$ cat config.mk
export PLATFORM = sky130hd
export DESIGN_NAME = load_accumulator_address_sequencer
export DESIGN_NICKNAME = d
export VERILOG_FILES = /design/src/ldaas_pkg.sv /design/src/ldaas_step.sv /design/src/ldaas_outbuf.sv /design/src/load_accumulator_address_sequencer.sv
export SDC_FILE = /design/constraint.sdc
export NUM_CORES = 1
export LEC_CHECK = 0
export BUFFER_PORTS_ARGS = -buffer_cell sky130_fd_sc_hd__buf_2
export CAP_MARGIN = 20
export CELL_PAD_IN_SITES_DETAIL_PLACEMENT = 1
export CELL_PAD_IN_SITES_GLOBAL_PLACEMENT = 1
export CORE_MARGIN = 4
export CORE_UTILIZATION = 40
export DETAILED_ROUTE_END_ITERATION = 6
export HOLD_SLACK_MARGIN = 0.15
export PLACE_DENSITY_LB_ADDON = 0.1
export SLEW_MARGIN = 20
export SYNTH_ARGS = -nofsm -noshare
export SYNTH_HDL_FRONTEND = slang
export SYNTH_SLANG_ARGS = --single-unit
$ cat constraint.sdc
create_clock -name clk -period 4.3 [get_ports clk]
set_input_delay 0.645 -clock clk [delete_from_list [all_inputs] [get_ports clk]]
set_output_delay 0.645 -clock clk [all_outputs]
set_load 0.005 [all_outputs]
$ cat src/ldaas_pkg.sv
// shared types, codes and decode functions for the load accumulator address sequencer
`default_nettype none
package ldaas_pkg;

  localparam int BYTE_W = 8;
  localparam int ADDR_W = 16;
  localparam logic [ADDR_W-1:0] PAGE_MASK = 16'hFF00;

  localparam logic [3:0] MODE_IMM  = 4'd0;
  localparam logic [3:0] MODE_ZP   = 4'd1;
  localparam logic [3:0] MODE_ZPX  = 4'd2;
  localparam logic [3:0] MODE_ABS  = 4'd3;
  localparam logic [3:0] MODE_ABX  = 4'd4;
  localparam logic [3:0] MODE_ABY  = 4'd5;
  localparam logic [3:0] MODE_IDX  = 4'd6;
  localparam logic [3:0] MODE_IDY  = 4'd7;
  localparam logic [3:0] MODE_IDZ  = 4'd8;
  localparam logic [3:0] MODE_NONE = 4'd15;

  localparam logic KIND_START = 1'b0;
  localparam logic KIND_DATA  = 1'b1;

  localparam logic [1:0] RES_READ  = 2'd0;
  localparam logic [1:0] RES_DONE  = 2'd1;
  localparam logic [1:0] RES_ERROR = 2'd2;

  localparam logic [7:0] OP_LDA_IMM = 8'hA9;
  localparam logic [7:0] OP_LDA_ZP  = 8'hA5;
  localparam logic [7:0] OP_LDA_ZPX = 8'hB5;
  localparam logic [7:0] OP_LDA_ABS = 8'hAD;
  localparam logic [7:0] OP_LDA_ABX = 8'hBD;
  localparam logic [7:0] OP_LDA_ABY = 8'hB9;
  localparam logic [7:0] OP_LDA_IDX = 8'hA1;
  localparam logic [7:0] OP_LDA_IDY = 8'hB1;
  localparam logic [7:0] OP_LDA_IDZ = 8'hB2;

  typedef struct packed {
    logic              kind;
    logic [BYTE_W-1:0] opcode;
    logic [ADDR_W-1:0] program_counter;
    logic [BYTE_W-1:0] index_x;
    logic [BYTE_W-1:0] index_y;
    logic [BYTE_W-1:0] read_data;
  } in_word_t;

  typedef struct packed {
    logic [1:0]        result_kind;
    logic [ADDR_W-1:0] read_address;
    logic [BYTE_W-1:0] accumulator;
    logic              negative_flag;
    logic              zero_flag;
    logic [2:0]        cycle_count;
    logic [ADDR_W-1:0] next_program_counter;
  } out_word_t;

  typedef struct packed {
    logic [3:0]        mode;
    logic [2:0]        step;
    logic [BYTE_W-1:0] low_byte;
    logic [ADDR_W-1:0] base_address;
    logic [BYTE_W-1:0] saved_x;
    logic [BYTE_W-1:0] saved_y;
    logic [2:0]        cycle_total;
    logic [ADDR_W-1:0] pc;
  } seq_state_t;

  function automatic logic [3:0] decode_mode(input logic [7:0] op);
    logic [3:0] m;
    unique case (op)
      OP_LDA_IMM: m = MODE_IMM;
      OP_LDA_ZP:  m = MODE_ZP;
      OP_LDA_ZPX: m = MODE_ZPX;
      OP_LDA_ABS: m = MODE_ABS;
      OP_LDA_ABX: m = MODE_ABX;
      OP_LDA_ABY: m = MODE_ABY;
      OP_LDA_IDX: m = MODE_IDX;
      OP_LDA_IDY: m = MODE_IDY;
      OP_LDA_IDZ: m = MODE_IDZ;
      default:    m = MODE_NONE;
    endcase
    return m;
  endfunction

  function automatic logic [2:0] base_cycles(input logic [3:0] m);
    logic [2:0] c;
    unique case (m)
      MODE_IMM: c = 3'd1;
      MODE_ZP:  c = 3'd2;
      MODE_IDX: c = 3'd5;
      MODE_IDY, MODE_IDZ: c = 3'd4;
      default:  c = 3'd3;
    endcase
    return c;
  endfunction

endpackage
`default_nettype wire

$ cat src/ldaas_step.sv
// next-state and result logic for one input word of the sequencer
`default_nettype none
module ldaas_step (
  input  wire ldaas_pkg::seq_state_t st,
  input  wire ldaas_pkg::in_word_t   in_w,
  output ldaas_pkg::seq_state_t      st_nxt,
  output ldaas_pkg::out_word_t       res
);
  import ldaas_pkg::*;

  logic [3:0]        dec_mode;
  logic [BYTE_W-1:0] d;
  logic [ADDR_W-1:0] idx_base;
  logic [BYTE_W-1:0] idx_val;
  logic              idx_count;
  logic [ADDR_W-1:0] idx_sum;
  logic              idx_cross;
  logic [BYTE_W-1:0] ind_low;

  assign dec_mode = decode_mode(in_w.opcode);
  assign d        = in_w.read_data;

  // shared index adder for absolute and pointer modes
  always_comb begin
    if (st.mode == MODE_ABS || st.mode == MODE_ABX || st.mode == MODE_ABY) begin
      idx_base = {d, st.low_byte};
    end else begin
      idx_base = {d, st.base_address[BYTE_W-1:0]};
    end
    idx_val   = '0;
    idx_count = 1'b0;
    if (st.mode == MODE_ABX) begin
      idx_val   = st.saved_x;
      idx_count = 1'b1;
    end else if (st.mode == MODE_ABY || st.mode == MODE_IDY) begin
      idx_val   = st.saved_y;
      idx_count = 1'b1;
    end
  end

  assign idx_sum   = idx_base + {{(ADDR_W-BYTE_W){1'b0}}, idx_val};
  assign idx_cross = idx_count && ((idx_sum & PAGE_MASK) != (idx_base & PAGE_MASK));
  assign ind_low   = (st.mode == MODE_IDX) ? d + st.saved_x : d;

  always_comb begin
    st_nxt = st;
    res    = '0;
    if (in_w.kind == KIND_START) begin
      if (dec_mode == MODE_NONE) begin
        st_nxt.step     = '0;
        res.result_kind = RES_ERROR;
      end else begin
        st_nxt.mode         = dec_mode;
        st_nxt.pc           = in_w.program_counter;
        st_nxt.saved_x      = in_w.index_x;
        st_nxt.saved_y      = in_w.index_y;
        st_nxt.cycle_total  = base_cycles(dec_mode);
        st_nxt.low_byte     = '0;
        st_nxt.base_address = '0;
        st_nxt.step         = 3'd1;
        res.result_kind     = RES_READ;
        res.read_address    = in_w.program_counter;
      end
    end else if (st.step == '0 || st.mode > MODE_IDZ) begin
      res.result_kind = RES_ERROR;
    end else begin
      // default is completion; read arms override below
      res.result_kind          = RES_DONE;
      res.accumulator          = d;
      res.negative_flag        = d[BYTE_W-1];
      res.zero_flag            = (d == '0);
      res.cycle_count          = st.cycle_total;
      res.next_program_counter = st.pc + 16'd1;
      st_nxt.step              = '0;
      case (st.mode) inside
        MODE_IMM: begin
        end
        MODE_ZP, MODE_ZPX: begin
          if (st.step == 3'd1) begin
            res = '0;
            res.result_kind  = RES_READ;
            res.read_address = {8'h00, (st.mode == MODE_ZPX) ? d + st.saved_x : d};
            st_nxt.step      = st.step + 3'd1;
          end
        end
        MODE_ABS, MODE_ABX, MODE_ABY: begin
          if (st.step == 3'd1) begin
            res = '0;
            res.result_kind  = RES_READ;
            res.read_address = st.pc + 16'd1;
            st_nxt.low_byte  = d;
            st_nxt.step      = st.step + 3'd1;
          end else if (st.step == 3'd2) begin
            res = '0;
            res.result_kind     = RES_READ;
            res.read_address    = idx_sum;
            st_nxt.base_address = idx_sum;
            st_nxt.cycle_total  = st.cycle_total + {2'b00, idx_cross};
            st_nxt.step         = st.step + 3'd1;
          end else begin
            res.next_program_counter = st.pc + 16'd2;
          end
        end
        default: begin
          if (st.step == 3'd1) begin
            res = '0;
            res.result_kind  = RES_READ;
            res.read_address = {8'h00, ind_low};
            st_nxt.low_byte  = ind_low;
            st_nxt.step      = st.step + 3'd1;
          end else if (st.step == 3'd2) begin
            res = '0;
            res.result_kind     = RES_READ;
            res.read_address    = {8'h00, st.low_byte + 8'd1};
            st_nxt.base_address = {8'h00, d};
            st_nxt.step         = st.step + 3'd1;
          end else if (st.step == 3'd3) begin
            res = '0;
            res.result_kind     = RES_READ;
            res.read_address    = idx_sum;
            st_nxt.base_address = idx_sum;
            st_nxt.cycle_total  = st.cycle_total + {2'b00, idx_cross};
            st_nxt.step         = st.step + 3'd1;
          end
        end
      endcase
    end
  end

endmodule
`default_nettype wire

$ cat src/ldaas_outbuf.sv
// result register with skid stage for the output channel
`default_nettype none
module ldaas_outbuf (
  input  wire                       clk,
  input  wire                       rst_n,
  input  wire                       push,
  input  wire ldaas_pkg::out_word_t push_word,
  output logic                      full,
  output logic                      out_valid,
  input  wire                       out_stall,
  output ldaas_pkg::out_word_t      out_word
);
  import ldaas_pkg::*;

  logic      main_valid_r, main_valid_nxt;
  logic      skid_valid_r, skid_valid_nxt;
  out_word_t main_r, main_nxt;
  out_word_t skid_r, skid_nxt;
  logic      pop;

  assign pop       = main_valid_r && !out_stall;
  assign full      = skid_valid_r;
  assign out_valid = main_valid_r;
  assign out_word  = main_r;

  always_comb begin
    main_valid_nxt = main_valid_r;
    skid_valid_nxt = skid_valid_r;
    main_nxt       = main_r;
    skid_nxt       = skid_r;
    if (skid_valid_r) begin
      if (pop) begin
        main_nxt       = skid_r;
        skid_valid_nxt = 1'b0;
      end
    end else if (!main_valid_r || pop) begin
      main_nxt       = push_word;
      main_valid_nxt = push;
    end else if (push) begin
      skid_nxt       = push_word;
      skid_valid_nxt = 1'b1;
    end
  end

  always_ff @(posedge clk) begin
    if (!rst_n) begin
      main_valid_r <= 1'b0;
      skid_valid_r <= 1'b0;
    end else begin
      main_valid_r <= main_valid_nxt;
      skid_valid_r <= skid_valid_nxt;
    end
  end

  always_ff @(posedge clk) begin
    main_r <= main_nxt;
    skid_r <= skid_nxt;
  end

  a_skid_needs_main: assert property (@(posedge clk) disable iff (!rst_n)
    skid_valid_r |-> main_valid_r)
    else $error("skid word held with empty result register");

  a_skid_drains: assert property (@(posedge clk) disable iff (!rst_n)
    (skid_valid_r && !out_stall) |=> (!skid_valid_r && main_valid_r))
    else $error("skid word not moved on pop");

  a_no_push_when_full: assert property (@(posedge clk) disable iff (!rst_n)
    (skid_valid_r && out_stall) |=> (skid_valid_r && $stable(skid_r)))
    else $error("skid word changed while full");

  a_reset_empty: assert property (@(posedge clk)
    !rst_n |=> (!main_valid_r && !skid_valid_r))
    else $error("buffer not empty after reset");

endmodule
`default_nettype wire

$ cat src/load_accumulator_address_sequencer.sv
// top level of the load accumulator address sequencer
// Usage: after the opcode byte is fetched, send a start word (in_kind 0) with
// the opcode, the operand address, X and Y. Every input word yields exactly one
// result word: a read request with out_read_address, a done word with the
// loaded value, N and Z flags, cycles spent and the next program counter, or
// an error word for an unknown opcode or data arriving while idle. Answer each
// read request with a data word (in_kind 1) carrying the byte read.
// Both channels are valid/stall; a word moves when valid is high and stall low.
// A result is registered in the result register, or in the skid stage if stalled.
// Throughput: one word per cycle while in_stall is low; the per-word decode and
// one 16-bit index add sit between the sequencer state and the result register.
// A skid stage behind the result register lets one more word in while the
// receiver stalls; in_stall rises only when that stage is occupied.
// A start word while busy abandons the instruction in progress.
// Reset (synchronous, active low) clears the sequencer state to idle and
// empties the output stages.
`default_nettype none
module load_accumulator_address_sequencer (
  input  wire         clk,
  input  wire         rst_n,
  input  wire         in_valid,
  output logic        in_stall,
  input  wire         in_kind,
  input  wire  [7:0]  in_opcode,
  input  wire  [15:0] in_program_counter,
  input  wire  [7:0]  in_index_x,
  input  wire  [7:0]  in_index_y,
  input  wire  [7:0]  in_read_data,
  output logic        out_valid,
  input  wire         out_stall,
  output logic [1:0]  out_result_kind,
  output logic [15:0] out_read_address,
  output logic [7:0]  out_accumulator,
  output logic        out_negative_flag,
  output logic        out_zero_flag,
  output logic [2:0]  out_cycle_count,
  output logic [15:0] out_next_program_counter
);
  import ldaas_pkg::*;

  seq_state_t st_r, st_nxt;
  in_word_t   in_w;
  out_word_t  res;
  out_word_t  out_w;
  logic       accept;
  logic       full;

  assign in_w.kind            = in_kind;
  assign in_w.opcode          = in_opcode;
  assign in_w.program_counter = in_program_counter;
  assign in_w.index_x         = in_index_x;
  assign in_w.index_y         = in_index_y;
  assign in_w.read_data       = in_read_data;

  assign in_stall = full;
  assign accept   = in_valid && !full;

  ldaas_step u_step (
    .st     (st_r),
    .in_w   (in_w),
    .st_nxt (st_nxt),
    .res    (res)
  );

  always_ff @(posedge clk) begin
    if (!rst_n) begin
      st_r <= '0;
    end else if (accept) begin
      st_r <= st_nxt;
    end
  end

  ldaas_outbuf u_outbuf (
    .clk       (clk),
    .rst_n     (rst_n),
    .push      (accept),
    .push_word (res),
    .full      (full),
    .out_valid (out_valid),
    .out_stall (out_stall),
    .out_word  (out_w)
  );

  assign out_result_kind          = out_w.result_kind;
  assign out_read_address         = out_w.read_address;
  assign out_accumulator          = out_w.accumulator;
  assign out_negative_flag        = out_w.negative_flag;
  assign out_zero_flag            = out_w.zero_flag;
  assign out_cycle_count          = out_w.cycle_count;
  assign out_next_program_counter = out_w.next_program_counter;

  a_mode_known: assert property (@(posedge clk) disable iff (!rst_n)
    (st_r.step != '0) |-> (st_r.mode <= MODE_IDZ))
    else $error("busy with no valid addressing mode");

  a_done_goes_idle: assert property (@(posedge clk) disable iff (!rst_n)
    (accept && res.result_kind == RES_DONE) |=> (st_r.step == '0))
    else $error("sequencer not idle after completion");

  a_stray_data_holds: assert property (@(posedge clk) disable iff (!rst_n)
    (accept && in_kind == KIND_DATA && st_r.step == '0) |=> $stable(st_r))
    else $error("idle data word changed state");

endmodule
`default_nettype wire
# After elaboration in Yosys (flattened, before gate mapping)
# Index checks and enable logic that the tools add are counted.
word_totals:
  ff_bits: 154
  elab_cells: 164
classes:
  addsub: 7
  n_lt_le_gt_ge: 1
  n_eq_ne: 36
  muxes: 65
  bitwise_logic: 4
  n_reduce_logical: 27
ops:
  columns: ["op", "n"]
  rows:
  - ["$mux 47", 8]
  - ["$mux 46", 3]
  - ["$mux 16", 7]
  - ["$eq 8x8->1 const B", 9]
  - ["$mux 24", 3]
  - ["$mux 59", 1]
  - ["$mux 3", 19]
  - ["$mux 8", 7]
  - ["$mux 27", 2]
  - ["$mux 45", 1]
  - ["$pmux 4 s9", 1]
  - ["$mux 30", 1]
  - ["$mux 29", 1]
  - ["$eq 4x3->1 const B", 6]
  - ["$mux 18", 1]
  - ["$add 16x1->16 const B", 1]
  - ["$add 16x2->16 const B", 1]
  - ["$add 16x8->16", 1]
  - ["$ne 2x2->1 const B", 6]
  - ["$pmux 3 s4", 1]
  - ["$reduce_and 9->1", 1]
  - ["$add 8x1->8 const B", 1]
  - ["$add 8x8->8", 1]
  - ["$eq 4x1->1 const B", 2]
  - ["other kinds (28)", 55]

# Logic depth before layout (Yosys ltp)
logic_depth:
  depth_word: 16
  mapped_depth: 23
  mapped_depth_nobuf: 19

# Modules after synthesis
# Synthesis repeated with hierarchy kept, for this count alone.
unflattened:
  hier_cells: 1265
  area_unflattened_um2: 11273.3
by_module_without_submodules:
  columns: ["mod", "n_inst", "cells_per_inst", "area_each_um2", "seq_area_each_um2"]
  rows:
  - ["ldaas_step", 1, 819, 4897.2, 0.0]
  - ["ldaas_outbuf", 1, 158, 3734.8, 2862.7]
  - ["load_accumulator_address_sequencer", 1, 288, 2641.3, 1321.3]

# Worst setup path after synthesis
# OpenSTA, ideal clock, no wires.
synth_timing:
  path_kind: "reg2reg"
  startpoint: "register st_r[63] (netlist name)"
  endpoint: "register st_r[18] (netlist name)"
  arrival_ps: 3891
  path_slack_ps: 292
  stages_incl_launch_ff: 22
  cell_sequence: "dfxtp_1 > buf_2 > nand2b_1 > a21o_1 > buf_2 > clkbuf_1 > buf_1 > nand2_1 > nand2_1 > ha_1 > and2_1 > a221o_1 > o211ai_1 > and2_1 > nor2b_1 > nor3_1 > ha_1 > ha_1 > nand2_1 > nor2_1 > o21a_1 > a32o_1"
synth_via:
  elab_chain_len: 16
  word_cells_on_any_way: 40
  classes_between: "2 x add/sub; 1 x order compare; 13 x eq/ne; 15 x mux; 9 x reduce/logical"
synth_lines:
  columns: ["item", "line_no", "rtl"]
  rows:
  - ["from (decl)", "load_accumulator_address_sequencer.sv:41", "seq_state_t st_r, st_nxt;"]
  - ["from (signal assigned)", "load_accumulator_address_sequencer.sv:69", "st_r <= st_nxt;"]
  - ["$eq 4x3->1 (tied with other cells)", "ldaas_step.sv:25, ldaas_step.sv:35", null]
  - ["$logic_or 1x1->1, on equally long branches", "ldaas_step.sv:35, ldaas_step.sv:25", null]
  - ["$mux 8 / $logic_or 1x1->1 (equally long branches)", "ldaas_step.sv:35, ldaas_step.sv:25", null]
  - ["$mux 8, on equally long branches", "ldaas_step.sv:32, ldaas_step.sv:25", null]
  - ["$add 16x8->16", "ldaas_step.sv:41", "assign idx_sum = idx_base + {{(ADDR_W-BYTE_W){1'b0}}, idx_val};"]
  - ["$ne 8x8->1", "ldaas_step.sv:42", "assign idx_cross = idx_count && ((idx_sum & PAGE_MASK) != (idx_base & PAGE_MASK));"]
  - ["$logic_and 1x1->1", "ldaas_step.sv:42", null]
  - ["$add 3x1->3", "ldaas_step.sv:98, ldaas_step.sv:122", null]
  - ["$mux 3", "ldaas_step.sv:117", "end else if (st.step == 3'd3) begin"]
  - ["$mux 3", "ldaas_step.sv:111", "end else if (st.step == 3'd2) begin"]
  - ["$mux 3", "ldaas_step.sv:105", "if (st.step == 3'd1) begin"]
  - ["$mux 3 (3 in a row)", "ldaas_step.sv:75", "case (st.mode) inside"]
  - ["$mux 3", "ldaas_step.sv:64", "end else if (st.step == '0 || st.mode > MODE_IDZ) begin"]
  - ["$mux 3", "ldaas_step.sv:48", "if (in_w.kind == KIND_START) begin"]
# Parallel ways exist; a longest one is shown, timed or not. The select of a mux whose other input is x is not followed.
# A chain may end at the register's enable or synchronous reset.

# Worst setup path in the final report
layout_timing:
  startpoint: "register st_r[64] (netlist name)"
  endpoint: "register st_r[18] (netlist name)"
# Same word-level chain as after synthesis.

==> reports/results.ini <==
[grt]
grt_max_degree = 67
grt_pass1_wl_um = 50200
globalRoute.totalOverflow = 0
grt_usage_pct = 24.7
grt_pass1_vias = 8570
antenna_found_initial = 0

[power]
p_leak_uw = 0.00402
p_per_area_mw_per_mm2 = 315
finalPower_uw = 3450
ir_drop_uv = 258

[setup_path]
setup.worst_path.class = flip-flop to flip-flop
critPathMaxFanout = 8
cp_num_buf_inv = 0
critPathSlowestCell = a211oi_1
critPathMaxStageDelay_ps = 460
crit_family = compound AO/OA/AOI/OAI gates
critPathCaptureType = flip-flop
worstPathCellList = nand3b_1 > a21o_1 > nand2_1 > nand2_1 > ha_1 > a211oi_1 > nor2_1 > o211ai_1 > a21boi_0 > nor2b_1 > nor3_1 > ha_1 > ha_1 > nand2_1 > nor2_1 > o21a_1 > a32o_1
required_ps = 4630
cp-start-kind = flip-flop
arrival_ps = 4350

[timing]
rsz0062_at_grt = false
timing.final.hold_violations = 0
fin_crit_ps = 4020
hold-worst-slack_ps = 449
fmax_ghz = 0.249
maxSlewViolCount = 0
tightest_slew_ps = 1030
finalSetupTns_ps = 0
period_share_pct = 93.5
skew_ps = 6.93
setup_viol = 0
slew_headroom_pct = 30.1

[route]
wl_met3_um = 1410
wl_met2_um = 15900
drc_errors = 0
drtPass1Iterations = 5
drt-total-wl_um = 32600
vias = 8508
viasPerCell = 5.79
topRoutingLayerUsed = met4
wl_met1_um = 14100
drtAntennaViolNets = 0
routedWlPerCell_um = 22.1
drt_iter0_drc = 589

[clocking]
clkSlewWorstSetupHoldPaths_ps = 70
cts_buffers = 17
h-tree-depth = 4
clockRootBuffer = clkbuf_16
cts.sinks = 152
clk_path_buf_depth = 2
clkLatencyLatePin_ps = 440
cts_tree = yes

[final_layout]
fillers = 2725
drive_above_1_share_pct = 18.7
final_cell_area_mm2 = 0.0109
final_common_cell = nand2_1
most-common-layout-cells = 184 x nand2_1, 100 x buf_2, 92 x edfxtp_1
area_growth_syn_to_layout_pct = 15.4
num-nets-final = 1219
post-route-util_pct = 46.8
diodes = 0

[placed_design]
gp_congestion = 0.956
hpwl_um = 23900
port_buffers = 101
dpl_cell_area_mm2 = 0.0103

[synthesis]
synth-main-ff-cell = edfxtp_1
synthCells = 1065
synth_edf_count = 92
ys_types = 79
synthArstFlopShare_pct = 0
synth_nets = 1146
synth_area_mm2 = 0.00949
avgSynthCellArea_um2 = 8.91
ys_ff_latch = 152
yosysSeqAreaShare_pct = 41.8
yosysWarnings = 0

[run]
maxCapViolCount = 0

[floorplan]
start_util_pct = 40.5
coreArea_mm2 = 0.0234
die-area_mm2 = 0.0262
ios = 102
num_rows = 56
die-width_um = 162
die_h_um = 162

[worst_hold_path]
worstHoldPathType = input port to flip-flop

[outcome]
run_status = complete, no violations

==> cell families (layout without fill, tap and decap cells) <==
kind of cell / count (synthesis) / count (layout) / share of synthesized area (%)
simple gates: 430 / 430 / 21.6
compound gates: 286 / 286 / 20.7
flops: 152 / 152 / 41.8
buf+inv: 94 / 180 / 4.16
mux: 44 / 44 / 5.05
xor+xnor: 30 / 30 / 2.77
fa+ha+maj: 29 / 29 / 3.96
==> Yosys cell counts, drive strengths merged (15+ instances only) <==
cell type	instances	share of area, %
a21boi	52	4.1
a21oi	56	3.0
a22oi	15	1.2
and2	20	1.3
buf	21	1.3
clkbuf	56	2.2
dfxtp	60	13
edfxtp	92	29
ha	26	3.4
inv	17	0.67
mux2	31	3.7
nand2	184	7.3
nand3	39	2.1
nor2	64	2.6
nor2b	17	1.1
nor3	27	1.4
nor3b	15	1.2
o21ai	50	2.7
o31ai	19	1.6
xor2	17	1.6
==> cell type report <==
class | instances | area, um^2 | area share, %
Clock buffer | 17 | 425 | 3.89
Clock inverter | 15 | 176 | 1.61
Inverter | 17 | 63.8 | 0.583
Multi-Input combinational cell | 819 | 5160 | 47.2
Sequential cell | 152 | 3970 | 36.2
Tap cell | 319 | 399 | 3.65
Timing Repair Buffer | 131 | 753 | 6.88
==> per-layer routing <==
| metal | GRT usage, % | vias to the layer above |
|---|---|---|
| met5 | 0 | - |
| met4 | 8.84 | 0 |
| li1 | - | 4043 |
| met1 | 31.6 | 4209 |
| met2 | 42.9 | 207 |
| met3 | 3.50 | 49 |
==> per-stage QoR <==
stage	setup slack (ps)	instances
after global routing	55.9	1470
after CTS	256	1470
after global placement	497	1437
after detailed placement	356	1438
final	279	1470
after floorplan	292	1065
==> power by group <==
part	total [uW]	switching, uW	internal [uW]
sequential	1630	20.9	1610
combinational	282	168	114
clock	1540	747	789
==> final timing paths <==
check | start | endpoint | slack (ps) | depth (start not counted)
setup / recovery | st_r[64] | st_r[18] | 280 | 17
hold / removal | in_index_x[7] | st_r[34] | 450 | 3
setup reg to reg | st_r[64] | st_r[18] | 280 | 17
hold reg to reg | st_r[42] | st_r[42] | 450 | 2
==> state kept, by name (all words and copies together) (netlist names) <==
signal,cells
st_r,58
u_outbuf.out_valid,1
u_outbuf.out_word,46
u_outbuf.skid_r,46
u_outbuf.full,1
==> what timing repair did <==
| action | 4_1_cts | 5_1_grt |
|---|---|---|
| resized for setup | 0 | 1 |
| setup endpoints to repair | 0 | 2 |
| hold buffers | 0 | 0 |
| buffers inserted | 0 | 0 |
==> worst min-delay path: cells and delay by family <==
kind | cells | cell delay, ps
buf+inv | 1 | 100
simple gates | 1 | 40
compound gates | 1 | 60
Power figures use the tool's default switching activity.
